### config.mk
export PLATFORM = sky130hd
export DESIGN_NAME = fletcher_byte_checksum
export DESIGN_NICKNAME = d
export VERILOG_FILES = /design/src/rtl/fbc_pkg.sv /design/src/rtl/fbc_out_stage.sv /design/src/rtl/fletcher_byte_checksum.sv
export SDC_FILE = /design/constraint.sdc
export NUM_CORES = 1
export LEC_CHECK = 0
export ABC_AREA = 1
export BUFFER_PORTS_ARGS = -buffer_cell sky130_fd_sc_hd__buf_2
export CAP_MARGIN = 10
export CORE_AREA = 2 2 120 122
export DETAILED_ROUTE_END_ITERATION = 7
export DIE_AREA = 0 0 122 124
export HOLD_SLACK_MARGIN = 0.12
export PLACE_DENSITY = 0.78
export SYNTH_ARGS = -nofsm -noshare
export SYNTH_HDL_FRONTEND = slang
export SYNTH_SLANG_ARGS = --single-unit
### constraint.sdc
create_clock -name i_clk -period 5.97 [get_ports i_clk]
set_input_delay 0.2985 -clock i_clk [delete_from_list [all_inputs] [get_ports i_clk]]
set_output_delay 0.2985 -clock i_clk [all_outputs]
set_load 0.01 [all_outputs]
### src/rtl/fbc_pkg.sv
// fbc_pkg: widths, constants, fold functions and the fold request type
// for the byte checksum block; no dependencies
`default_nettype none

package fbc_pkg;

    localparam int FOLD_INTERVAL = 360;
    localparam int CNT_W         = $clog2(FOLD_INTERVAL + 1);
    localparam int LOW_W         = 18;
    localparam int HIGH_W        = 26;
    localparam int HALF_W        = 16;
    localparam int FOLD_W        = HALF_W + 1;
    localparam int BYTE_W        = 8;
    localparam int CSUM_W        = 2 * HALF_W;

    localparam logic [HALF_W-1:0] SUM_RESET = 16'hFFFF;

    // once-folded sums handed to the output stage
    typedef struct packed {
        logic [FOLD_W-1:0] low;
        logic [FOLD_W-1:0] high;
    } t_fold_req;

    // low half plus the part above it, for a running sum
    function automatic logic [FOLD_W-1:0] fold_wide(input logic [HIGH_W-1:0] v);
        return {1'b0, v[HALF_W-1:0]}
             + {{(FOLD_W-(HIGH_W-HALF_W)){1'b0}}, v[HIGH_W-1:HALF_W]};
    endfunction

    // second fold of an already folded sum, kept to the low half
    function automatic logic [HALF_W-1:0] fold_narrow(input logic [FOLD_W-1:0] v);
        return v[HALF_W-1:0] + {{(HALF_W-1){1'b0}}, v[FOLD_W-1]};
    endfunction

endpackage

`default_nettype wire

### src/rtl/fbc_out_stage.sv
// fbc_out_stage: final fold of both sums and the registered checksum output
// depends on fbc_pkg
`default_nettype none

module fbc_out_stage (
    input  wire logic                      i_clk,
    input  wire logic                      i_rst_n,
    input  wire logic                      i_req_valid,
    input  wire fbc_pkg::t_fold_req        i_req,
    output logic                           o_ready,
    output logic                           o_valid,
    input  wire logic                      i_stall,
    output logic [fbc_pkg::CSUM_W-1:0]     o_checksum
);

    logic                          r_valid;
    logic [fbc_pkg::CSUM_W-1:0]    r_checksum;
    logic [fbc_pkg::CSUM_W-1:0]    n_checksum;

    // register can take a new request when empty or being drained
    assign o_ready = !r_valid || !i_stall;

    // second fold: second sum on top, first sum below
    assign n_checksum = {fbc_pkg::fold_narrow(i_req.high), fbc_pkg::fold_narrow(i_req.low)};

    // output valid
    always_ff @(posedge i_clk) begin
        if (!i_rst_n) begin
            r_valid <= 1'b0;
        end else if (o_ready) begin
            r_valid <= i_req_valid;
        end
    end

    // output payload
    always_ff @(posedge i_clk) begin
        if (o_ready && i_req_valid) begin
            r_checksum <= n_checksum;
        end
    end

    assign o_valid    = r_valid;
    assign o_checksum = r_checksum;

endmodule

`default_nettype wire

### src/rtl/fletcher_byte_checksum.sv
// fletcher_byte_checksum: Fletcher-32 style checksum over a byte stream
// depends on fbc_pkg and fbc_out_stage
//
// Input channel: one message byte per request (i_byte_value) with
// i_last_byte marking the final byte; taken when i_valid is high and
// o_stall is low. Output channel: one 32-bit checksum per message
// (second sum in bits 31..16, first sum in bits 15..0), taken when
// o_valid is high and i_stall is low.
// Throughput: one byte per cycle while o_stall is low. The running sums
// update in the cycle a byte is taken (byte add, second-sum add and
// optional fold in one pass). After the last byte is taken, its checksum
// passes the fold register and then the output register to o_valid.
// When the receiver stalls, the output holds and one more finished
// message can wait in the fold register; while that register is full
// and the output is still stalled, o_stall is high and no byte of any
// kind is taken until the receiver drains the output.
// Reset: synchronous, active low; the sums return to 0xFFFF, the byte
// count to zero and both output-side registers empty.
`default_nettype none

module fletcher_byte_checksum (
    input  wire logic                        i_clk,
    input  wire logic                        i_rst_n,
    input  wire logic                        i_valid,
    output logic                             o_stall,
    input  wire logic [fbc_pkg::BYTE_W-1:0]  i_byte_value,
    input  wire logic                        i_last_byte,
    output logic                             o_valid,
    input  wire logic                        i_stall,
    output logic [fbc_pkg::CSUM_W-1:0]       o_checksum
);

    logic [fbc_pkg::LOW_W-1:0]    r_low_sum;
    logic [fbc_pkg::HIGH_W-1:0]   r_high_sum;
    logic [fbc_pkg::CNT_W-1:0]    r_block_count;
    logic [fbc_pkg::LOW_W-1:0]    n_low_sum;
    logic [fbc_pkg::HIGH_W-1:0]   n_high_sum;
    logic [fbc_pkg::CNT_W-1:0]    n_block_count;

    logic                         r_fold_valid;
    fbc_pkg::t_fold_req           r_fold;

    logic [fbc_pkg::LOW_W-1:0]    sum1;
    logic [fbc_pkg::HIGH_W-1:0]   sum2;
    logic [fbc_pkg::FOLD_W-1:0]   fold1;
    logic [fbc_pkg::FOLD_W-1:0]   fold2;
    logic                         do_fold;
    logic                         accept;
    logic                         out_ready;
    logic                         fold_ready;

    // handshake
    assign fold_ready = !r_fold_valid || out_ready;
    assign o_stall    = !fold_ready;
    assign accept     = i_valid && !o_stall;

    // running sums and fold decision
    always_comb begin
        sum1 = r_low_sum + {{(fbc_pkg::LOW_W-fbc_pkg::BYTE_W){1'b0}}, i_byte_value};
        sum2 = r_high_sum + {{(fbc_pkg::HIGH_W-fbc_pkg::LOW_W){1'b0}}, sum1};
        n_block_count = r_block_count + {{(fbc_pkg::CNT_W-1){1'b0}}, 1'b1};
        do_fold = (n_block_count >= fbc_pkg::CNT_W'(fbc_pkg::FOLD_INTERVAL)) || i_last_byte;
        fold1 = fbc_pkg::fold_wide({{(fbc_pkg::HIGH_W-fbc_pkg::LOW_W){1'b0}}, sum1});
        fold2 = fbc_pkg::fold_wide(sum2);
        n_low_sum  = sum1;
        n_high_sum = sum2;
        if (i_last_byte) begin
            n_low_sum     = {{(fbc_pkg::LOW_W-fbc_pkg::HALF_W){1'b0}}, fbc_pkg::SUM_RESET};
            n_high_sum    = {{(fbc_pkg::HIGH_W-fbc_pkg::HALF_W){1'b0}}, fbc_pkg::SUM_RESET};
            n_block_count = '0;
        end else if (do_fold) begin
            n_low_sum     = {{(fbc_pkg::LOW_W-fbc_pkg::FOLD_W){1'b0}}, fold1};
            n_high_sum    = {{(fbc_pkg::HIGH_W-fbc_pkg::FOLD_W){1'b0}}, fold2};
            n_block_count = '0;
        end
    end

    // sum state
    always_ff @(posedge i_clk) begin
        if (!i_rst_n) begin
            r_low_sum     <= {{(fbc_pkg::LOW_W-fbc_pkg::HALF_W){1'b0}}, fbc_pkg::SUM_RESET};
            r_high_sum    <= {{(fbc_pkg::HIGH_W-fbc_pkg::HALF_W){1'b0}}, fbc_pkg::SUM_RESET};
            r_block_count <= '0;
        end else if (accept) begin
            r_low_sum     <= n_low_sum;
            r_high_sum    <= n_high_sum;
            r_block_count <= n_block_count;
        end
    end

    // fold register valid
    always_ff @(posedge i_clk) begin
        if (!i_rst_n) begin
            r_fold_valid <= 1'b0;
        end else if (fold_ready) begin
            r_fold_valid <= accept && i_last_byte;
        end
    end

    // fold register payload: once-folded sums of a finished message
    always_ff @(posedge i_clk) begin
        if (accept && i_last_byte) begin
            r_fold.low  <= fold1;
            r_fold.high <= fold2;
        end
    end

    // second fold and output register
    fbc_out_stage u_out_stage (
        .i_clk       (i_clk),
        .i_rst_n     (i_rst_n),
        .i_req_valid (r_fold_valid),
        .i_req       (r_fold),
        .o_ready     (out_ready),
        .o_valid     (o_valid),
        .i_stall     (i_stall),
        .o_checksum  (o_checksum)
    );

endmodule

`default_nettype wire

==> run metrics, run 1 <==
largest family of logic cells by synthesized area=simple AND/OR/NAND/NOR gates; post-synthesis share of cell area spent on full adders, half adders and majority gates=8.031%; number of buffers inserted to repair setup after CTS=0; commonest non-fill, non-tap cell in the layout=sky130_fd_sc_hd__nand2_1; number of synthesis warnings=0; Filler cells=between 1k and 1.5k; number of cells produced by synthesis=between 1k and 1.5k; Async SR Flop Fraction=0%; number of vias in the routed layout=roughly 7.4k; clock sink total=between 100 and 150; placeable core area=13720 sq um; CP Max Fanout=7; delay contributed by the slowest stage of the critical path=approximately 0.43 ns; max-capacitance violation count=0; dominant cells by area after synthesis=sky130_fd_sc_hd__edfxtp_1 24%, sky130_fd_sc_hd__dfxtp_1 13%, sky130_fd_sc_hd__nand2_1 13%, sky130_fd_sc_hd__ha_1 7.0%, sky130_fd_sc_hd__inv_1 7.0%; global-route wire length before repair=roughly 34 mm; multiplexer share of the synthesized area=0%; number of nets with antenna violations after detailed routing=0; Clock H-tree levels=4; post-synthesis cell type count=43; per-cell routed wire length=15.27 um; GRT overflow=0; number of hold buffers added after CTS=0; buffer and inverter count on the worst path=2; Net Sw Frac=38.51%; global placement routability congestion=~1; chip height=roughly 120 um; Die Outline Area=around 15000 sq um; endpoint with the worst hold slack=r_fold_valid$_SDFFE_PN0N_; cell area after synthesis=between 8000 and 9000 sq um; Iter 0 DRT Violations=~740; capturing point of the worst reg2reg path=r_fold[11]$_DFFE_PP_; launching element type of the critical path=flip-flop; clock buffer count from CTS=17; f_max=about 0.19 GHz; NumNets Final=between 1k and 1.5k; drt first pass iters=5; clock tree root buffer cell=sky130_fd_sc_hd__clkbuf_16; vias in the first global route=7028; cell depth of the worst min-delay path=3; Crit path required time=6.15 ns; minimum period implied by the final worst setup slack=around 5.2 ns; number of pins with negative max-slew slack in the final report=0; largest net degree at the start of global routing=68; kind of cell with the highest combined delay on the critical path=simple AND/OR/NAND/NOR gates; Power Internal=between 2000 and 2500 uW; Post-Route WL=about 20 mm; sequential group share of total power=between 30 and 40%; type of the tightest min-delay check=primary input to flip-flop; CP max stage cell=sky130_fd_sc_hd__fa_1; Max-Slew Margin vs Limit=about a quarter; outcome=finished, final reports clean; minimum setup slack in the final design=slightly above 0.8 ns; dpl ws=slightly below 0.9 ns; Synth-to-Final Area Change=12.08%; final-report hold violation count=0; worst setup path class=flip-flop to flip-flop; FF+latch count, synth=~120; post-synthesis area per instance=between 7 and 8 sq um; top cell type's share of synthesized area=about a quarter; clk_lat worst skew=approximately 0.43 ns; worst reg2reg setup slack=0.81 ns; post-synthesis sequential area ratio=37.76%; largest area contributor in the netlist=sky130_fd_sc_hd__edfxtp_1; portion of total power attributed to combinational logic=36.1%; number of enable flip-flop cells after synthesis=66; total number of placement rows=43; Slew @ Worst Pin=~1.1 ns; effective utilization at floorplan=59.51%; launching point of the worst reg2reg path=r_low_sum[0]$_SDFFE_PN1P_; part of the total power dissipated in the clock network=31.4%; count of final setup violators=0; worst vdd ir=approximately 0.17 mV; net switching power=approximately 1300 uW; Most Frequent Cell on Critical Path=sky130_fd_sc_hd__nand2_1; leakage power summed over all cells=about 0.0042 uW; # port buffers=46; compound-cell area share of the yosys netlist=a little over a tenth; simple-gate share of the synthesized area=27.68%; endpoint class of the critical path=flip-flop; Bufs on Longest Clock Path=2; number of diodes=0; share of final-layout standard cells stronger than drive strength 1=between 10% and 20%; overall track demand over capacity in global routing=28.83%; final-layout setup total negative slack=0 ns; Pwr Density=355.8 nW/um^2; post-synthesis net count=between 1k and 1.5k; part of the cycle the worst path needs=slightly below 90%; unrepaired setup endpoints after global routing=false; ports placed on the boundary=47; XOR/XNOR share of the synthesized area=roughly 7.5%; Die W=122 um; clock tree from TritonCTS=done; Resize count post-CTS=0; ratio of routed vias to standard cells=between 5 and 6; commonest non-fill, non-tap cells in the layout=283 x sky130_fd_sc_hd__nand2_1, 152 x sky130_fd_sc_hd__inv_1, 86 x sky130_fd_sc_hd__a21oi_1; number of cells on the worst reg-to-reg path=28; commonest register cell after synthesis=sky130_fd_sc_hd__edfxtp_1; Data arrival, critical path=~5.3 ns; initial antenna violation count=0; startpoint of the worst hold path=i_rst_n; DRC errors left=0; half-perimeter wire length after detailed placement=14.96 mm; Max Clock Skew=approximately 0.008 ns; clock-pin slew of the registers on the worst-case setup and hold paths=roughly 0.060 ns
-- sequential cells by signal, summed over array words and instances, names as in the netlist --
signal and flops:
r_fold 34, u_out_stage.o_checksum 32, r_high_sum 26, r_low_sum 18, r_block_count 9, r_fold_valid 1, u_out_stage.o_valid 1
-- stage by stage --
step / hold WS (ns) / area [sq um] / instances / total power (uW) / utilization (%)
finish: 0.1582 / 9150 / 1340 / 3255 / 66.69
global route: 0.1649 / 9150 / 1340 / 3458 / 66.69
CTS: 0.1495 / 9150 / 1340 / 3242 / 66.69
detailed placement: 0.4652 / 8558 / 1308 / 2208 / 62.38
global placement: 0.4608 / 8558 / 1308 / 2193 / 62.38
floorplan: 0.4282 / 8164 / 1098 / 1917 / -
-- Yosys cell counts, types with 2 or more instances --
cell	instances
sky130_fd_sc_hd__nand4_1	16
sky130_fd_sc_hd__nor2_1	85
sky130_fd_sc_hd__xor2_1	43
sky130_fd_sc_hd__a22oi_1	2
sky130_fd_sc_hd__nand3b_1	6
sky130_fd_sc_hd__or2_1	4
sky130_fd_sc_hd__fa_1	4
sky130_fd_sc_hd__o21ai_1	15
sky130_fd_sc_hd__nand2_1	284
sky130_fd_sc_hd__edfxtp_1	66
sky130_fd_sc_hd__ha_1	46
sky130_fd_sc_hd__buf_6	3
sky130_fd_sc_hd__xor2_2	2
sky130_fd_sc_hd__nand3_1	83
sky130_fd_sc_hd__a21boi_0	2
sky130_fd_sc_hd__nor3_1	13
sky130_fd_sc_hd__inv_1	152
sky130_fd_sc_hd__clkbuf_1	12
sky130_fd_sc_hd__inv_2	3
sky130_fd_sc_hd__dfxtp_1	55
sky130_fd_sc_hd__clkinv_1	2
sky130_fd_sc_hd__o21ai_0	49
sky130_fd_sc_hd__xnor2_1	23
sky130_fd_sc_hd__a21oi_1	87
sky130_fd_sc_hd__nand2_4	2
sky130_fd_sc_hd__a21oi_2	3
sky130_fd_sc_hd__nor2_2	9
sky130_fd_sc_hd__nand3_2	4
sky130_fd_sc_hd__nand2_2	7
sky130_fd_sc_hd__o21bai_1	3
-- cell type report --
type / count / area [sq um] / area share [%]
sequential: 121 / 3083 / 33.69
clock buffer: 17 / 425.4 / 4.649
multi-input combinational: 801 / 4412 / 48.22
inverter: 159 / 600.6 / 6.564
timing repair buffer: 47 / 237.7 / 2.598
clock inverter: 15 / 166.4 / 1.819
tap: 180 / 225.2 / 2.461
-- worst reg2reg max path, delay by kind of cell, from the launching register on --
family	cells	cell delay, ns
simple gates	17	1.78
fa+ha+maj	4	1.46
compound gates	4	0.99
flops	1	0.31
xor+xnor	1	0.24
buf+inv	2	0.13
-- power groups by stage --
stage | clock, uW | combinational [uW] | sequential (uW)
global route | 1080 | 1320 | 1060
detailed placement | 0 | 1140 | 1070
CTS | 1040 | 1150 | 1060
global placement | 0 | 1120 | 1070
finish | 1020 | 1180 | 1060
floorplan | 0 | 852 | 1070
-- per-layer routing --
metal | track usage [%] | wire [um] | vias to the layer above
met5 | 0 | 0 | -
met4 | 14.30 | 748 | 0
met1 | 35.24 | 8471 | 3381
met3 | 6.593 | 1539 | 59
li1 | - | - | 3685
met2 | 48.08 | 9702 | 287
-- cells by family after synthesis --
group	after synthesis
compound gates	165
fa+ha+maj	50
flops	121
simple gates	518
buf+inv	176
xor+xnor	68
-- worst max-delay path by stage --
stage	cells past startpoint	end	startpoint	slack (ns)
after CTS	28	r_fold[11]$_DFFE_PP_	r_low_sum[0]$_SDFFE_PN1P_	0.93
after global placement	29	r_fold[11]$_DFFE_PP_	i_byte_value[0]	0.91
after global routing	29	r_fold[11]$_DFFE_PP_	r_low_sum[0]$_SDFFE_PN1P_	0.31
after floorplan	29	r_fold[11]$_DFFE_PP_	i_byte_value[0]	1.76
final	28	r_fold[11]$_DFFE_PP_	r_low_sum[0]$_SDFFE_PN1P_	0.81
after detailed placement	29	r_fold[11]$_DFFE_PP_	i_byte_value[0]	0.87
Power figures use the tool's default switching activity.
==> inputs of run 2 (changes only) <==
Settings changed: ABC_AREA 1 to default, CORE_AREA 2 2 120 122 to 2 2 117 119, DIE_AREA 0 0 122 124 to 0 0 119 121.
==> run metrics, run 2 <==
outcome=finished, final reports clean; Slew @ Worst Pin=1.227 ns; register ranked first by flip-flop count=r_fold; total placed instance area=8362 sq um; minimum period implied by the final worst setup slack=5.614 ns; largest net degree at the start of global routing=35; worst setup path class=flip-flop to flip-flop; ports placed on the boundary=47; DRC errors left=0; FF+latch count, synth=121; XOR/XNOR share of the synthesized area=a little under an eighth; post-route worst hold slack=0.1798 ns; largest area contributor in the netlist=sky130_fd_sc_hd__edfxtp_1; f_max=~0.18 GHz; worst vdd ir=approximately 0.19 mV; # port buffers=46; leakage power summed over all cells=approximately 0.0035 uW; flip-flop count of the largest register, all copies and words added=34; post-synthesis area per instance=between 9 and 10 sq um; Synth-to-Final Area Change=17.09%; GRT overflow=0; commonest non-fill, non-tap cells in the layout=81 x sky130_fd_sc_hd__nand2_1, 68 x sky130_fd_sc_hd__xnor2_1, 68 x sky130_fd_sc_hd__nor2_1; post-synthesis share of cell area spent on full adders, half adders and majority gates=under 10%; clock tree from TritonCTS=done; final-report hold violation count=0; ratio of routed vias to standard cells=roughly 6; dominant cells by area after synthesis=sky130_fd_sc_hd__edfxtp_1 26%, sky130_fd_sc_hd__dfxtp_1 14%, sky130_fd_sc_hd__xnor2_1 7.7%, sky130_fd_sc_hd__ha_1 7.4%, sky130_fd_sc_hd__nand2_1 4.0%; type of the tightest min-delay check=primary input to flip-flop; number of pins with negative max-slew slack in the final report=0; number of nets with antenna violations after detailed routing=0; global-route wire length before repair=about 32 mm; clock tree root buffer cell=sky130_fd_sc_hd__clkbuf_16; endpoint class of the critical path=flip-flop; Filler cells=1026; Max Clock Skew=slightly above 0.009 ns; CP max stage cell=sky130_fd_sc_hd__ha_1; Async SR Flop Fraction=0%; NumNets Final=around 970; top cell type's share of synthesized area=25.65%; share of final-layout standard cells stronger than drive strength 1=16.49%; clock buffer count from CTS=17; commonest non-fill, non-tap cell in the layout=sky130_fd_sc_hd__nand2_1; vias in the first global route=6517; commonest register cell after synthesis=sky130_fd_sc_hd__edfxtp_1; Pwr Density=around 420 nW/um^2; chip height=121 um; part of the cycle the worst path needs=between 90% and 100%; overall track demand over capacity in global routing=28.00%; Crit path required time=6.22 ns; post-synthesis net count=894; number of enable flip-flop cells after synthesis=66; Post-Route WL=just under 20 mm; cell area after synthesis=a little under 8000 sq um; half-perimeter wire length after detailed placement=around 14 mm; kind of cell with the highest combined delay on the critical path=compound AO/OA/AOI/OAI gates; Bufs on Longest Clock Path=2; buffer and inverter count on the worst path=2; global placement routability congestion=0.9608; placeable core area=13090 sq um; final-layout setup total negative slack=0 ns; Iter 0 DRT Violations=roughly 530; multiplexer share of the synthesized area=less than 1%; Max-Slew Margin vs Limit=between 10% and 20%; per-cell routed wire length=between 15 and 20 um; clock-pin slew of the registers on the worst-case setup and hold paths=roughly 0.050 ns; post-synthesis sequential area ratio=about two fifths; dominant cell by count in the synthesized netlist=sky130_fd_sc_hd__nand2_1; launching element type of the critical path=flip-flop; delay contributed by the slowest stage of the critical path=between 0.4 and 0.5 ns; number of vias in the routed layout=6575; compound-cell area share of the yosys netlist=approximately 16%; Post-Layout Inst Area=roughly 9000 sq um; post-synthesis cell type count=74; Die Outline Area=14400 sq um; clk_lat worst skew=about 0.43 ns; largest family of logic cells by synthesized area=simple AND/OR/NAND/NOR gates; number of hold buffers added after CTS=0; number of cells produced by synthesis=between 800 and 900; CP Max Fanout=7; simple-gate share of the synthesized area=19.64%; placed cells=around 1.1k; number of synthesis warnings=0; initial antenna violation count=0; most frequent cells after synthesis=82 x sky130_fd_sc_hd__nand2_1, 70 x sky130_fd_sc_hd__nor2_1, 68 x sky130_fd_sc_hd__xnor2_1, 66 x sky130_fd_sc_hd__edfxtp_1, 55 x sky130_fd_sc_hd__dfxtp_1; non-filler instance count after layout=about 1.1k; number of diodes=0; drt first pass iters=5; count of final setup violators=0; Data arrival, critical path=5.87 ns; Clock H-tree levels=4; clock sink total=121; effective utilization at floorplan=about three fifths; max-capacitance violation count=0; total number of placement rows=42; Die W=roughly 120 um
## run 2: cell types whose count changed after synthesis, sizes merged, moves of 17 or more
| cell | delta |
|---|---|
| a21oi | -41 |
| and3 | +24 |
| inv | -126 |
| nand2 | -212 |
| nand3 | -57 |
| nor2 | -25 |
| o21ai | -19 |
| xnor2 | +49 |
| xor2 | -17 |
## run 2: cells by family after synthesis
kind of cell / Yosys count
AND/OR/NAND/NOR: 306
AO/OA/AOI/OAI: 191
flip-flops: 121
XOR/XNOR: 100
buffers and inverters: 58
adder cells (fa/ha/maj): 50
multiplexers: 5
## run 2: final cells by class
class | count | area (sq um) | area share, %
Timing Repair Buffer | 86 | 530.5 | 5.864
Sequential cell | 121 | 3083 | 34.08
Clock buffer | 19 | 432.9 | 4.786
Multi-Input combinational cell | 652 | 4487 | 49.60
Inverter | 31 | 116.4 | 1.286
Tap cell | 176 | 220.2 | 2.434
Clock inverter | 13 | 176.4 | 1.950
## run 2: what timing repair did
action | CTS | global route
pin swaps | 0 | 3
resized for setup | 2 | 13
setup buffers | 0 | 3
setup endpoints to repair | 7 | 20
## run 2: metrics by stage
stage	worst slack (ns)	utilization (%)	power (uW)
global placement	0.02760	63.90	2608
finish	0.3558	69.13	3766
global route	-0.05513	69.13	3978
CTS	0.01657	68.64	3737
floorplan	0.4504	-	2203
detailed placement	-0.1535	63.90	2648
## run 2: path summary, 6_finish.rpt
| path | from | cells after the start | slack (ns) | endpoint |
|---|---|---|---|---|
| worst max-delay path | r_low_sum[7]$_SDFFE_PN1P_ | 25 | 0.36 | r_high_sum[13]$_SDFFE_PN1P_ |
| worst min-delay path | i_stall | 3 | 0.18 | u_out_stage.o_valid$_SDFFE_PN0P_ |
| worst max register to register | r_low_sum[7]$_SDFFE_PN1P_ | 25 | 0.36 | r_high_sum[13]$_SDFFE_PN1P_ |
| worst min register to register | r_high_sum[24]$_SDFFE_PN0P_ | 1 | 0.45 | r_high_sum[24]$_SDFFE_PN0P_ |
## run 2: worst register-to-register path, stage by stage (launching register included)
cell and delay [ns]:
sky130_fd_sc_hd__dfxtp_1 0.34, sky130_fd_sc_hd__ha_1 0.42, sky130_fd_sc_hd__o211ai_1 0.18, sky130_fd_sc_hd__o21ai_0 0.30, sky130_fd_sc_hd__nand2_1 0.11, sky130_fd_sc_hd__o21ai_0 0.32
sky130_fd_sc_hd__inv_1 0.13, sky130_fd_sc_hd__ha_1 0.43, sky130_fd_sc_hd__nand3_1 0.17, sky130_fd_sc_hd__a211o_1 0.25, sky130_fd_sc_hd__a31o_2 0.22, sky130_fd_sc_hd__a31oi_1 0.18
sky130_fd_sc_hd__buf_4 0.16, sky130_fd_sc_hd__a221oi_2 0.09, sky130_fd_sc_hd__nor2_1 0.23, sky130_fd_sc_hd__nand3_1 0.12, sky130_fd_sc_hd__xnor2_1 0.16, sky130_fd_sc_hd__ha_1 0.34
sky130_fd_sc_hd__nand2_1 0.05, sky130_fd_sc_hd__o21ai_0 0.21, sky130_fd_sc_hd__nand2_1 0.14, sky130_fd_sc_hd__o21ai_2 0.25, sky130_fd_sc_hd__nor2_1 0.12, sky130_fd_sc_hd__nor3_1 0.26
sky130_fd_sc_hd__xor2_1 0.17, sky130_fd_sc_hd__a21oi_1 0.08
## run 2: power breakdown
part	switching, uW	leakage, uW	total (uW)	internal (uW)
Sequential	74.0	0.00106	1120	1050
Clock	379	0.000295	1070	694
Combinational	907	0.00215	1570	666
## run 2: metal layers
metal	GRT usage, %	up-vias	share of wire, %
met3	5.639	43	6.3
met4	11.46	0	2.7
li1	-	3197	-
met1	34.25	3097	42
met5	0	-	0
met2	48.38	238	49
